$ cat src/design/b64_pkg.sv
// shared types, codes and the character classifier for the base64 stream decoder
`default_nettype none
package b64_pkg;

  // character classes
  typedef enum logic [1:0] {
    CLS_VALID = 2'd0,
    CLS_PAD   = 2'd1,
    CLS_BAD   = 2'd2
  } b64_cls_t;

  // end-of-message status codes
  typedef enum logic [1:0] {
    ST_OK      = 2'd0,
    ST_SHORT   = 2'd1,
    ST_INVALID = 2'd2
  } b64_status_t;

  // result kinds
  localparam logic KIND_DATA   = 1'b0;
  localparam logic KIND_STATUS = 1'b1;

  localparam logic [15:0] MAX_BYTES_RESET = 16'd1024;
  localparam logic [2:0]  CHARS_FULL      = 3'd4;
  localparam logic [1:0]  LAST_SLOT       = 2'd3;

  // input request
  typedef struct packed {
    logic [7:0] char_code;
    logic       end_of_message;
  } b64_in_t;

  // result item
  typedef struct packed {
    logic       kind;
    logic [7:0] data_byte;
    logic [1:0] status;
    logic       last;
  } b64_out_t;

  // results caused by one input request
  typedef struct packed {
    logic [1:0]      nbytes;
    logic [2:0][7:0] bytes;
    logic            has_status;
    b64_status_t     status;
  } b64_bundle_t;

  typedef struct packed {
    b64_cls_t   cls;
    logic [5:0] sextet;
  } b64_char_t;

  // map an ASCII code to its class and sextet value
  function automatic b64_char_t b64_classify(input logic [7:0] c);
    b64_char_t r;
    r.cls    = CLS_BAD;
    r.sextet = 6'd0;
    if (c >= 8'h41 && c <= 8'h5A) begin
      r.cls    = CLS_VALID;
      r.sextet = 6'(c - 8'h41);
    end else if (c >= 8'h61 && c <= 8'h7A) begin
      r.cls    = CLS_VALID;
      r.sextet = 6'(c - 8'h61 + 8'd26);
    end else if (c >= 8'h30 && c <= 8'h39) begin
      r.cls    = CLS_VALID;
      r.sextet = 6'(c - 8'h30 + 8'd52);
    end else if (c == 8'h2B) begin
      r.cls    = CLS_VALID;
      r.sextet = 6'd62;
    end else if (c == 8'h2F) begin
      r.cls    = CLS_VALID;
      r.sextet = 6'd63;
    end else if (c == 8'h3D) begin
      r.cls    = CLS_PAD;
    end
    return r;
  endfunction

endpackage
`default_nettype wire

$ cat src/design/b64_group.sv
// group gathering, checking and decoding; message state and the byte limit register
`default_nettype none
module b64_group (
  input  wire logic                 clk,
  input  wire logic                 rst,
  input  wire b64_pkg::b64_in_t     req,
  input  wire logic                 take,
  input  wire logic                 cfg_valid,
  output logic                      cfg_ready,
  input  wire logic [15:0]          cfg_data,
  output b64_pkg::b64_bundle_t      bundle
);
  import b64_pkg::*;

  logic [15:0]         max_bytes;
  logic [1:0]          group_position;
  logic [2:0][5:0]     held_sextets;
  b64_cls_t [2:0]      held_classes;
  logic [2:0]          chars_seen;
  logic                stopped;
  logic                error_seen;
  logic [15:0]         bytes_emitted;

  b64_char_t           ch;
  logic                grp_full;
  logic                decode;
  logic                bad;
  logic                full_form;
  logic [1:0]          want;
  logic [15:0]         room;
  logic [1:0]          nbytes;
  logic [15:0]         bytes_emitted_next;
  logic                stopped_next;
  logic                error_seen_next;
  logic [2:0]          chars_seen_next;
  logic [5:0]          s1, s2, s3;
  b64_cls_t            k1, k2, k3;

  assign cfg_ready = 1'b1;

  // limit register
  always_ff @(posedge clk) begin
    if (rst) begin
      max_bytes <= MAX_BYTES_RESET;
    end else if (cfg_valid) begin
      max_bytes <= cfg_data;
    end
  end

  // classify and check the group
  always_comb begin
    ch       = b64_classify(req.char_code);
    s1       = held_sextets[0];
    s2       = held_sextets[1];
    s3       = held_sextets[2];
    k1       = held_classes[0];
    k2       = held_classes[1];
    k3       = held_classes[2];
    grp_full = (group_position == LAST_SLOT);
    decode   = grp_full && !stopped;
    bad      = (k1 != CLS_VALID) || (k2 != CLS_VALID) || (k3 == CLS_BAD) || (ch.cls == CLS_BAD);
    full_form = (k3 == CLS_VALID) && (ch.cls == CLS_VALID);
    if (bad) begin
      want = 2'd0;
    end else if (k3 == CLS_PAD && ch.cls == CLS_PAD) begin
      want = 2'd1;
    end else if (k3 == CLS_VALID && ch.cls == CLS_PAD) begin
      want = 2'd2;
    end else if (full_form) begin
      want = 2'd3;
    end else begin
      want = 2'd0;
    end
    // clip to what the limit still allows
    room = max_bytes - bytes_emitted;
    if (!decode || bytes_emitted >= max_bytes) begin
      nbytes = 2'd0;
    end else if (room >= {14'd0, want}) begin
      nbytes = want;
    end else begin
      nbytes = room[1:0];
    end
    bytes_emitted_next = bytes_emitted + {14'd0, nbytes};
    stopped_next    = stopped | (decode & (bad | !full_form | (bytes_emitted_next >= max_bytes)));
    error_seen_next = error_seen | (decode & bad);
    chars_seen_next = (chars_seen == CHARS_FULL) ? CHARS_FULL : chars_seen + 3'd1;

    bundle.nbytes     = nbytes;
    bundle.bytes[0]   = {s1, s2[5:4]};
    bundle.bytes[1]   = {s2[3:0], s3[5:2]};
    bundle.bytes[2]   = {s3[1:0], ch.sextet};
    bundle.has_status = req.end_of_message;
    if (chars_seen_next < CHARS_FULL) begin
      bundle.status = ST_SHORT;
    end else if (error_seen_next) begin
      bundle.status = ST_INVALID;
    end else begin
      bundle.status = ST_OK;
    end
  end

  // message state
  always_ff @(posedge clk) begin
    if (rst) begin
      group_position <= 2'd0;
      held_sextets   <= '0;
      held_classes   <= {CLS_VALID, CLS_VALID, CLS_VALID};
      chars_seen     <= 3'd0;
      stopped        <= 1'b0;
      error_seen     <= 1'b0;
      bytes_emitted  <= 16'd0;
    end else if (take) begin
      if (req.end_of_message) begin
        group_position <= 2'd0;
        held_sextets   <= '0;
        held_classes   <= {CLS_VALID, CLS_VALID, CLS_VALID};
        chars_seen     <= 3'd0;
        stopped        <= 1'b0;
        error_seen     <= 1'b0;
        bytes_emitted  <= 16'd0;
      end else begin
        chars_seen    <= chars_seen_next;
        stopped       <= stopped_next;
        error_seen    <= error_seen_next;
        bytes_emitted <= bytes_emitted_next;
        if (grp_full) begin
          group_position <= 2'd0;
          held_sextets   <= '0;
          held_classes   <= {CLS_VALID, CLS_VALID, CLS_VALID};
        end else begin
          group_position               <= group_position + 2'd1;
          held_sextets[group_position] <= ch.sextet;
          held_classes[group_position] <= ch.cls;
        end
      end
    end
  end

  // bytes only come out of a completed group
  a_bytes_need_group: assert property (@(posedge clk) disable iff (rst)
    (take && bundle.nbytes != 2'd0) |-> (group_position == LAST_SLOT))
    else $error("bytes produced before a group was complete");

  // end of message leaves a clean state
  a_clear_on_end: assert property (@(posedge clk) disable iff (rst)
    (take && req.end_of_message) |=> (group_position == 2'd0 && chars_seen == 3'd0
                                      && !stopped && bytes_emitted == 16'd0))
    else $error("message state not cleared after end of message");

  // character count saturates at a full group
  a_chars_sat: assert property (@(posedge clk) disable iff (rst)
    chars_seen <= CHARS_FULL)
    else $error("character count beyond saturation");

endmodule
`default_nettype wire

$ cat src/design/b64_emit.sv
// result register handing out one request's bytes and status, one per cycle while res_ready
`default_nettype none
module b64_emit (
  input  wire logic                 clk,
  input  wire logic                 rst,
  input  wire b64_pkg::b64_bundle_t bundle,
  input  wire logic                 take,
  output logic                      free,
  output logic                      res_valid,
  input  wire logic                 res_ready,
  output b64_pkg::b64_out_t         res_data
);
  import b64_pkg::*;

  logic [2:0][7:0] bytes;
  logic [1:0]      nbytes;
  logic [1:0]      idx;
  logic            stat_pend;
  b64_status_t     status;
  logic [2:0]      remaining;
  logic            byte_phase;
  logic            pop;

  // items still to hand out
  always_comb begin
    remaining  = {1'b0, nbytes - idx} + {2'd0, stat_pend};
    byte_phase = (idx < nbytes);
    res_valid  = (remaining != 3'd0);
    pop        = res_valid && res_ready;
    free       = (remaining == 3'd0) || (remaining == 3'd1 && res_ready);
  end

  // result fields
  always_comb begin
    res_data.kind      = byte_phase ? KIND_DATA : KIND_STATUS;
    res_data.data_byte = byte_phase ? bytes[idx] : 8'd0;
    res_data.status    = byte_phase ? ST_OK : status;
    res_data.last      = !byte_phase;
  end

  // payload
  always_ff @(posedge clk) begin
    if (take) begin
      bytes  <= bundle.bytes;
      status <= bundle.status;
    end
  end

  // control
  always_ff @(posedge clk) begin
    if (rst) begin
      nbytes    <= 2'd0;
      idx       <= 2'd0;
      stat_pend <= 1'b0;
    end else if (take) begin
      nbytes    <= bundle.nbytes;
      idx       <= 2'd0;
      stat_pend <= bundle.has_status;
    end else if (pop) begin
      if (byte_phase) begin
        idx <= idx + 2'd1;
      end else begin
        stat_pend <= 1'b0;
      end
    end
  end

  // read position never passes the byte count
  a_idx_bound: assert property (@(posedge clk) disable iff (rst)
    idx <= nbytes)
    else $error("byte index beyond byte count");

  // a loaded bundle with content is offered next cycle
  a_load_shows: assert property (@(posedge clk) disable iff (rst)
    (take && (bundle.nbytes != 2'd0 || bundle.has_status)) |=> res_valid)
    else $error("loaded results not offered");

  // a request is only taken when the holding register drains
  a_no_overwrite: assert property (@(posedge clk) disable iff (rst)
    (take && res_valid) |-> (remaining == 3'd1 && res_ready))
    else $error("pending results overwritten");

endmodule
`default_nettype wire

$ cat src/design/base64_stream_decoder.sv
// top level of the base64 stream decoder
`default_nettype none
// Base64 (standard alphabet, '=' padding) decoder taking one character per request.
// The group check and decode sit between the message state and a result holding
// register, which then hands out the results of that character one per cycle while
// the result port is ready: up to three bytes when it completes a group, plus a
// status item when it ends the message. While the results of one character are handed
// out the next character is not taken until the last of them is being taken, so the
// result port sets the rate. Of a full group of four characters, the three that fill
// it make no result and the one that completes it gives up to three bytes; the closing
// character adds a status item.
// The byte limit register is written through cfg and should only change between
// messages; bytes sent before a status of invalid must be dropped by the consumer.
module base64_stream_decoder (
  input  wire logic               clk,
  input  wire logic               rst,
  input  wire logic               char_valid,
  output logic                    char_ready,
  input  wire b64_pkg::b64_in_t   char_data,
  output logic                    res_valid,
  input  wire logic               res_ready,
  output b64_pkg::b64_out_t       res_data,
  input  wire logic               cfg_valid,
  output logic                    cfg_ready,
  input  wire logic [15:0]        cfg_data
);
  import b64_pkg::*;

  b64_bundle_t bundle;
  logic        take;
  logic        free;

  // request accepted when the holding register can take its results
  assign char_ready = free;
  assign take       = char_valid && free;

  b64_group u_group (
    .clk       (clk),
    .rst       (rst),
    .req       (char_data),
    .take      (take),
    .cfg_valid (cfg_valid),
    .cfg_ready (cfg_ready),
    .cfg_data  (cfg_data),
    .bundle    (bundle)
  );

  b64_emit u_emit (
    .clk       (clk),
    .rst       (rst),
    .bundle    (bundle),
    .take      (take),
    .free      (free),
    .res_valid (res_valid),
    .res_ready (res_ready),
    .res_data  (res_data)
  );

endmodule
`default_nettype wire
$ cat config.mk
export PLATFORM = sky130hd
export DESIGN_NAME = base64_stream_decoder
export DESIGN_NICKNAME = d
export VERILOG_FILES = /design/src/design/b64_pkg.sv /design/src/design/b64_group.sv /design/src/design/b64_emit.sv /design/src/design/base64_stream_decoder.sv
export SDC_FILE = /design/constraint.sdc
export NUM_CORES = 1
export LEC_CHECK = 0
export BUFFER_PORTS_ARGS = -buffer_cell sky130_fd_sc_hd__buf_2
export CAP_MARGIN = 20
export CORE_MARGIN = 1
export CORE_UTILIZATION = 30
export DETAILED_ROUTE_END_ITERATION = 10
export HOLD_SLACK_MARGIN = 0.06
export PLACE_DENSITY = 0.58
export SKIP_CTS_REPAIR_TIMING = 1
export SLEW_MARGIN = 5
export SYNTH_ARGS = -nofsm -noshare
export SYNTH_HDL_FRONTEND = slang
export SYNTH_HIERARCHICAL = 1
export SYNTH_SLANG_ARGS = --single-unit
$ cat constraint.sdc
create_clock -name clk -period 6.1 [get_ports clk]
set_input_delay 0 -clock clk [delete_from_list [all_inputs] [get_ports clk]]
set_output_delay 0 -clock clk [all_outputs]
set_load 0.1 [all_outputs]
After elaboration in Yosys (flattened, before gate mapping)

Cells that the tools add are included.

Register bits after elaboration: 94
Input port bits: 30
Output and inout port bits: 15
Word-level logic and storage cells: 131

Add/subtract/negate cells: 12
Magnitude comparators: 14
Equal/unequal tests: 11
Multiplexer cells: 39
Bitwise gates (word level): 6
Reduce and logical (&&, ||, !) cells: 30

Operator list:

| kind                | number |
|---|---|
| $mux 8              | 6 |
| $mux 18             | 2 |
| $ge 16x16->1        | 2 |
| $mux 2              | 13 |
| $eq 8x6->1 const B  | 3 |
| $mux 6              | 4 |
| $bwmux 18           | 1 |
| $add 16x2->16       | 1 |
| $bmux 8 s2          | 1 |
| $ge 16x2->1         | 1 |
| $ge 8x7->1 const B  | 2 |
| $le 8x7->1 const B  | 2 |
| $mux 16             | 1 |
| $sub 16x16->16      | 1 |
| $demux 6 s2         | 1 |
| $sub 6x6->6 const B | 2 |
| $logic_and 1x1->1   | 11 |
| $ge 8x6->1 const B  | 1 |
| $le 8x6->1 const B  | 1 |
| $add 6x5->6 const B | 1 |
| $add 6x6->6 const B | 1 |
| $bwmux 6            | 1 |
| $eq 2x2->1 const B  | 3 |
| $lt 2x3->1 const B  | 2 |
| other kinds (25)    | 48 |

Longest topological paths before layout

Depth after elaboration: 22
Mapped depth: 33
Mapped depth without buffers: 32

By module

The synthesis kept the hierarchy.

By module, submodules not included:

| module                | instances | cells an instance | area an instance (um2) | sequential area each (um2) |
|---|---|---|---|---|
| b64_group             | 1         | 609               | 4750.8                 | 1261.2 |
| b64_emit              | 1         | 100               | 1336.3                 | 880.8 |
| base64_stream_decoder | 1         | 1                 | 6.3                    | 0.0 |

Worst setup path after synthesis

Ideal clock, no wire load.

Path type: input -> register
Start: input port char_data[1] (netlist bit)
End: register u_group.stopped
Library setup time: 0.122 ns
Arrival time: 6.023 ns
Required time: 5.978 ns
Setup slack: -0.045 ns
Stages on the path: 33
Buffers on the path: 1
Cells stage by stage: inv_1 ha_1 nor2b_1 o21a_1 or4_1 nand3b_1 o21ai_0 nor3_1 ha_1 nand2b_1 a21oi_1 o21ai_0 a2111oi_0 nand4_1 or4_1 or4_1 a21oi_1 ha_1 a21oi_1 nor4_1 and3_1 clkbuf_1 nand3_1 xnor2_1 ha_1 a21o_1 a21o_1 a21oi_1 nor2b_1 o21ai_0 nand2b_1 a21oi_1 o21ai_1

RTL lines:

| item                 | RTL line                    | text |
|---|---|---|
| from (decl)          | base64_stream_decoder.sv:19 | `input wire b64_pkg::b64_in_t char_data,` |
| to (signal assigned) | b64_group.sv:123            | `stopped <= stopped_next;` |
| to (decl)            | b64_group.sv:20             | `logic stopped;` |

==> impl_metrics.py <==
metrics = {
    "routing": {
        "vias": 5443,
        "drc": 0,
        "drtAntennaViolNets": 0,
        "wire_per_inst_um": 14.8,
        "drtIter0Drc": 344,
        "routed_wl_um": 15800,
        "avgViaCountPerCell": 5.11,
        "drtPass1Iterations": 5,
    },
    "clock_tree": {
        "path_clk_slew_ns": 0.07,
        "clk_latency_ns": 0.34,
        "clock_path_buffers": 2,
        "numCtsBuffers": 9,
        "tritoncts": "yes",
        "cts.sinks": 94,
        "cts-root-buf": "clkbuf_16",
        "cts.htree.levels": 3,
    },
    "floorplanning": {
        "rows": 51,
        "coreArea_mm2": 0.0197,
        "dieWidth_um": 145,
        "start_util_pct": 31.0,
        "die_h_um": 145,
        "ios": 45,
        "dieArea_mm2": 0.0209,
    },
    "placed_design": {
        "pre_cts_ws_ns": -0.322,
        "gp_congestion": 0.898,
        "dp_hpwl_um": 11300,
        "port_buffers": 43,
    },
    "pwr": {
        "pwr-share-comb_pct": 17.1,
        "clkPwrFrac_pct": 41.1,
        "power_density_mw_per_mm2": 213,
        "switching_share_pct": 26.5,
        "vdd_ir_drop_max_mv": 0.172,
        "p_sw_mw": 0.427,
        "leakagePower_nw": 3.15,
        "internal_power_mw": 1.18,
        "sequentialPowerShare_pct": 41.8,
    },
    "worst_setup_path": {
        "critical_path.startpoint": "char_data[1]",
        "crit_top_cell": "or4_4",
        "reg2reg_depth": 26,
        "cp-start-kind": "primary input",
        "timing.rr.end": "u_group/stopped",
        "worstSetupPathDepth": 31,
        "cp_data_arrival_time_ns": 6.23,
        "path_max_fanout": 4,
        "critical_path.top_delay_family": "simple AND/OR/NAND/NOR gates",
        "cpPeakStageDelay_ns": 0.55,
        "cp.buffers_inverters": 2,
        "endpoint_kind": "flop",
        "slowest_stage": "or4_4",
        "r2r_start": "u_group/k2[1]",
        "crit_required_ns": 6.33,
        "r2r_slack_ns": 0.13,
        "path_class": "in -> reg",
    },
    "global_routing": {
        "met3_usage_pct": 2.75,
        "busiest_layer": "met2",
        "grt_util_met1_pct": 20.2,
        "grt_pass1_vias": 4965,
        "grt_util_met2_pct": 25.5,
        "grt_max_degree": 65,
        "grt_pass1_wl_um": 25000,
        "grtUsageTotal_pct": 15.2,
        "grt_remaining_overflow": 0,
        "antenna_found_initial": 0,
    },
    "logic_synthesis": {
        "synth_top_area_share_pct": 22.3,
        "ys_seq_area_share_pct": 35.2,
        "yosysMostFrequentCell": "nor2_1",
        "ys_ff_latch": 94,
        "syn_area_per_cell_um2": 8.58,
        "yosys_warnings": 6,
        "synthTopCellsByCount": "nor2_1 (80), dfxtp_1 (68), inv_1 (63)",
        "async_flop_share_pct": 0,
        "synth_cell_types": 74,
        "ys.flop_type": "dfxtp_1",
        "synth_cells": 710,
        "synth_top_area_cell": "dfxtp_1",
        "syn-num-nets": 798,
        "netlist_area_mm2": 0.00609,
        "synth_area_leaders": "dfxtp_1 (22%), edfxtp_1 (13%), ha_1 (11%)",
        "synth_edf_count": 26,
    },
    "cells_and_area": {
        "nets": 884,
        "flow.area_growth_from_synthesis_pct": 24.1,
        "num_antenna_cells": 0,
        "drive_gt1_share_pct": 19.5,
    },
    "timing": {
        "tightest_slew_ns": 0.995,
        "clock.fmax_ghz": 0.167,
        "fin_setup_tns_ns": 0,
        "fin_ws_ns": 0.104,
        "setup_viol": 0,
        "finalHoldViolations": 0,
        "min_period_ns": 6.00,
        "period_share_pct": 98.3,
        "rsz0062_at_grt": "true",
        "final_max_slew_viol_count": 0,
        "finClkSkew_ns": 0.00827,
        "max_slew_margin_pct": 33.1,
    },
    "flow_run": {
        "maxCapViolCount": 0,
    },
    "worst_hold_path": {
        "worstHoldPathType": "in -> reg",
        "hold_path.startpoint": "char_data[0]",
        "whs_path_depth": 3,
        "hold_end": "u_emit/stat_pend",
    },
    "run_status": {
        "status": "finished, final reports clean",
    },
}
tightest hold or removal path: cells and delay by family:
family,cells,cell delay (ns)
buf+inv,1,0.19
simple gates,1,0.11
compound gates,1,0.05
sequential cells by signal, summed over array words and instances, names as in the netlist, 3 cells and up:
register and flops:
u_group/chars_seen 3, u_group/s3 6, u_group/s1 6, u_group/max_bytes 16
u_group/s2 6, u_emit/bytes 24, u_group/bytes_emitted 16
power by group through the flow:
stage	clock (mW)	combinational (mW)	sequential, mW
global route	0.702	0.302	0.674
CTS	0.675	0.247	0.672
finish	0.662	0.276	0.672
detailed placement	0	0.246	0.686
floorplan	0	0.175	0.682
global placement	0	0.247	0.686
routing by layer:
metal  vias up  share of wire, %  routed length, µm
li1       2700                 -                  -
met1      2590                48               7520
met2       139                48               7510
met3        14               3.8                592
met4         0              0.96                151
met5         -                 0                  0
worst max-delay path by stage:
stage	to
detailed placement	u_group/stopped
finish	u_group/stopped
CTS	u_group/stopped
floorplan	u_group/stopped
global placement	u_group/stopped
global route	u_group/stopped
logic make-up (layout without fill, tap and decap cells):
group | after synthesis | count (layout) | synth area share (%)
and+or+nand+nor | 229 | 229 | 18.1
AOI/OAI and AO/OA | 179 | 179 | 19.8
buffers and inverters | 97 | 188 | 6.34
DFF | 94 | 94 | 35.2
adders and majority gates | 58 | 58 | 12.3
muxes | 33 | 33 | 5.59
xor gates and xnor gates | 19 | 19 | 2.73
other | 1 | 1 | 0.0615
layout by cell type (no fill, tap or decap), drive strengths merged, types with 9 or more instances in the layout:
cell type    instances
nor2                80
and3                10
nand3               25
inv                 67
a22oi               34
edfxtp              26
clkbuf               9
xnor2               16
mux2i               25
ha                  55
nor3                12
buf                 90
dlygate4sd3         17
a21oi               47
nand2b              10
dfxtp               68
nand2               47
nor2b                9
o21ai               36
stage by stage:
step	power [mW]	area, µm²	util (%)	hold WS (ns)	cells
after global routing	1.68	7560	38.5	0.0747	1066
after floorplan	0.856	6100	-	0.0624	710
final	1.61	7560	38.5	0.0657	1066
after global placement	0.933	6810	34.6	0.221	1026
after detailed placement	0.932	6810	34.6	0.222	1026
after CTS	1.59	7160	36.4	-0.130	1042
area by class of cell:
type                    instances  area, µm²
fillers                      2073      12100
multi-input cells             519       3740
flip-flops and latches         94       2140
repair buffers                107        758
well taps                     265        332
inverters                      65        244
clock buffers                   9        225
clock inverters                 7        126
Power figures use the tool's default switching activity.
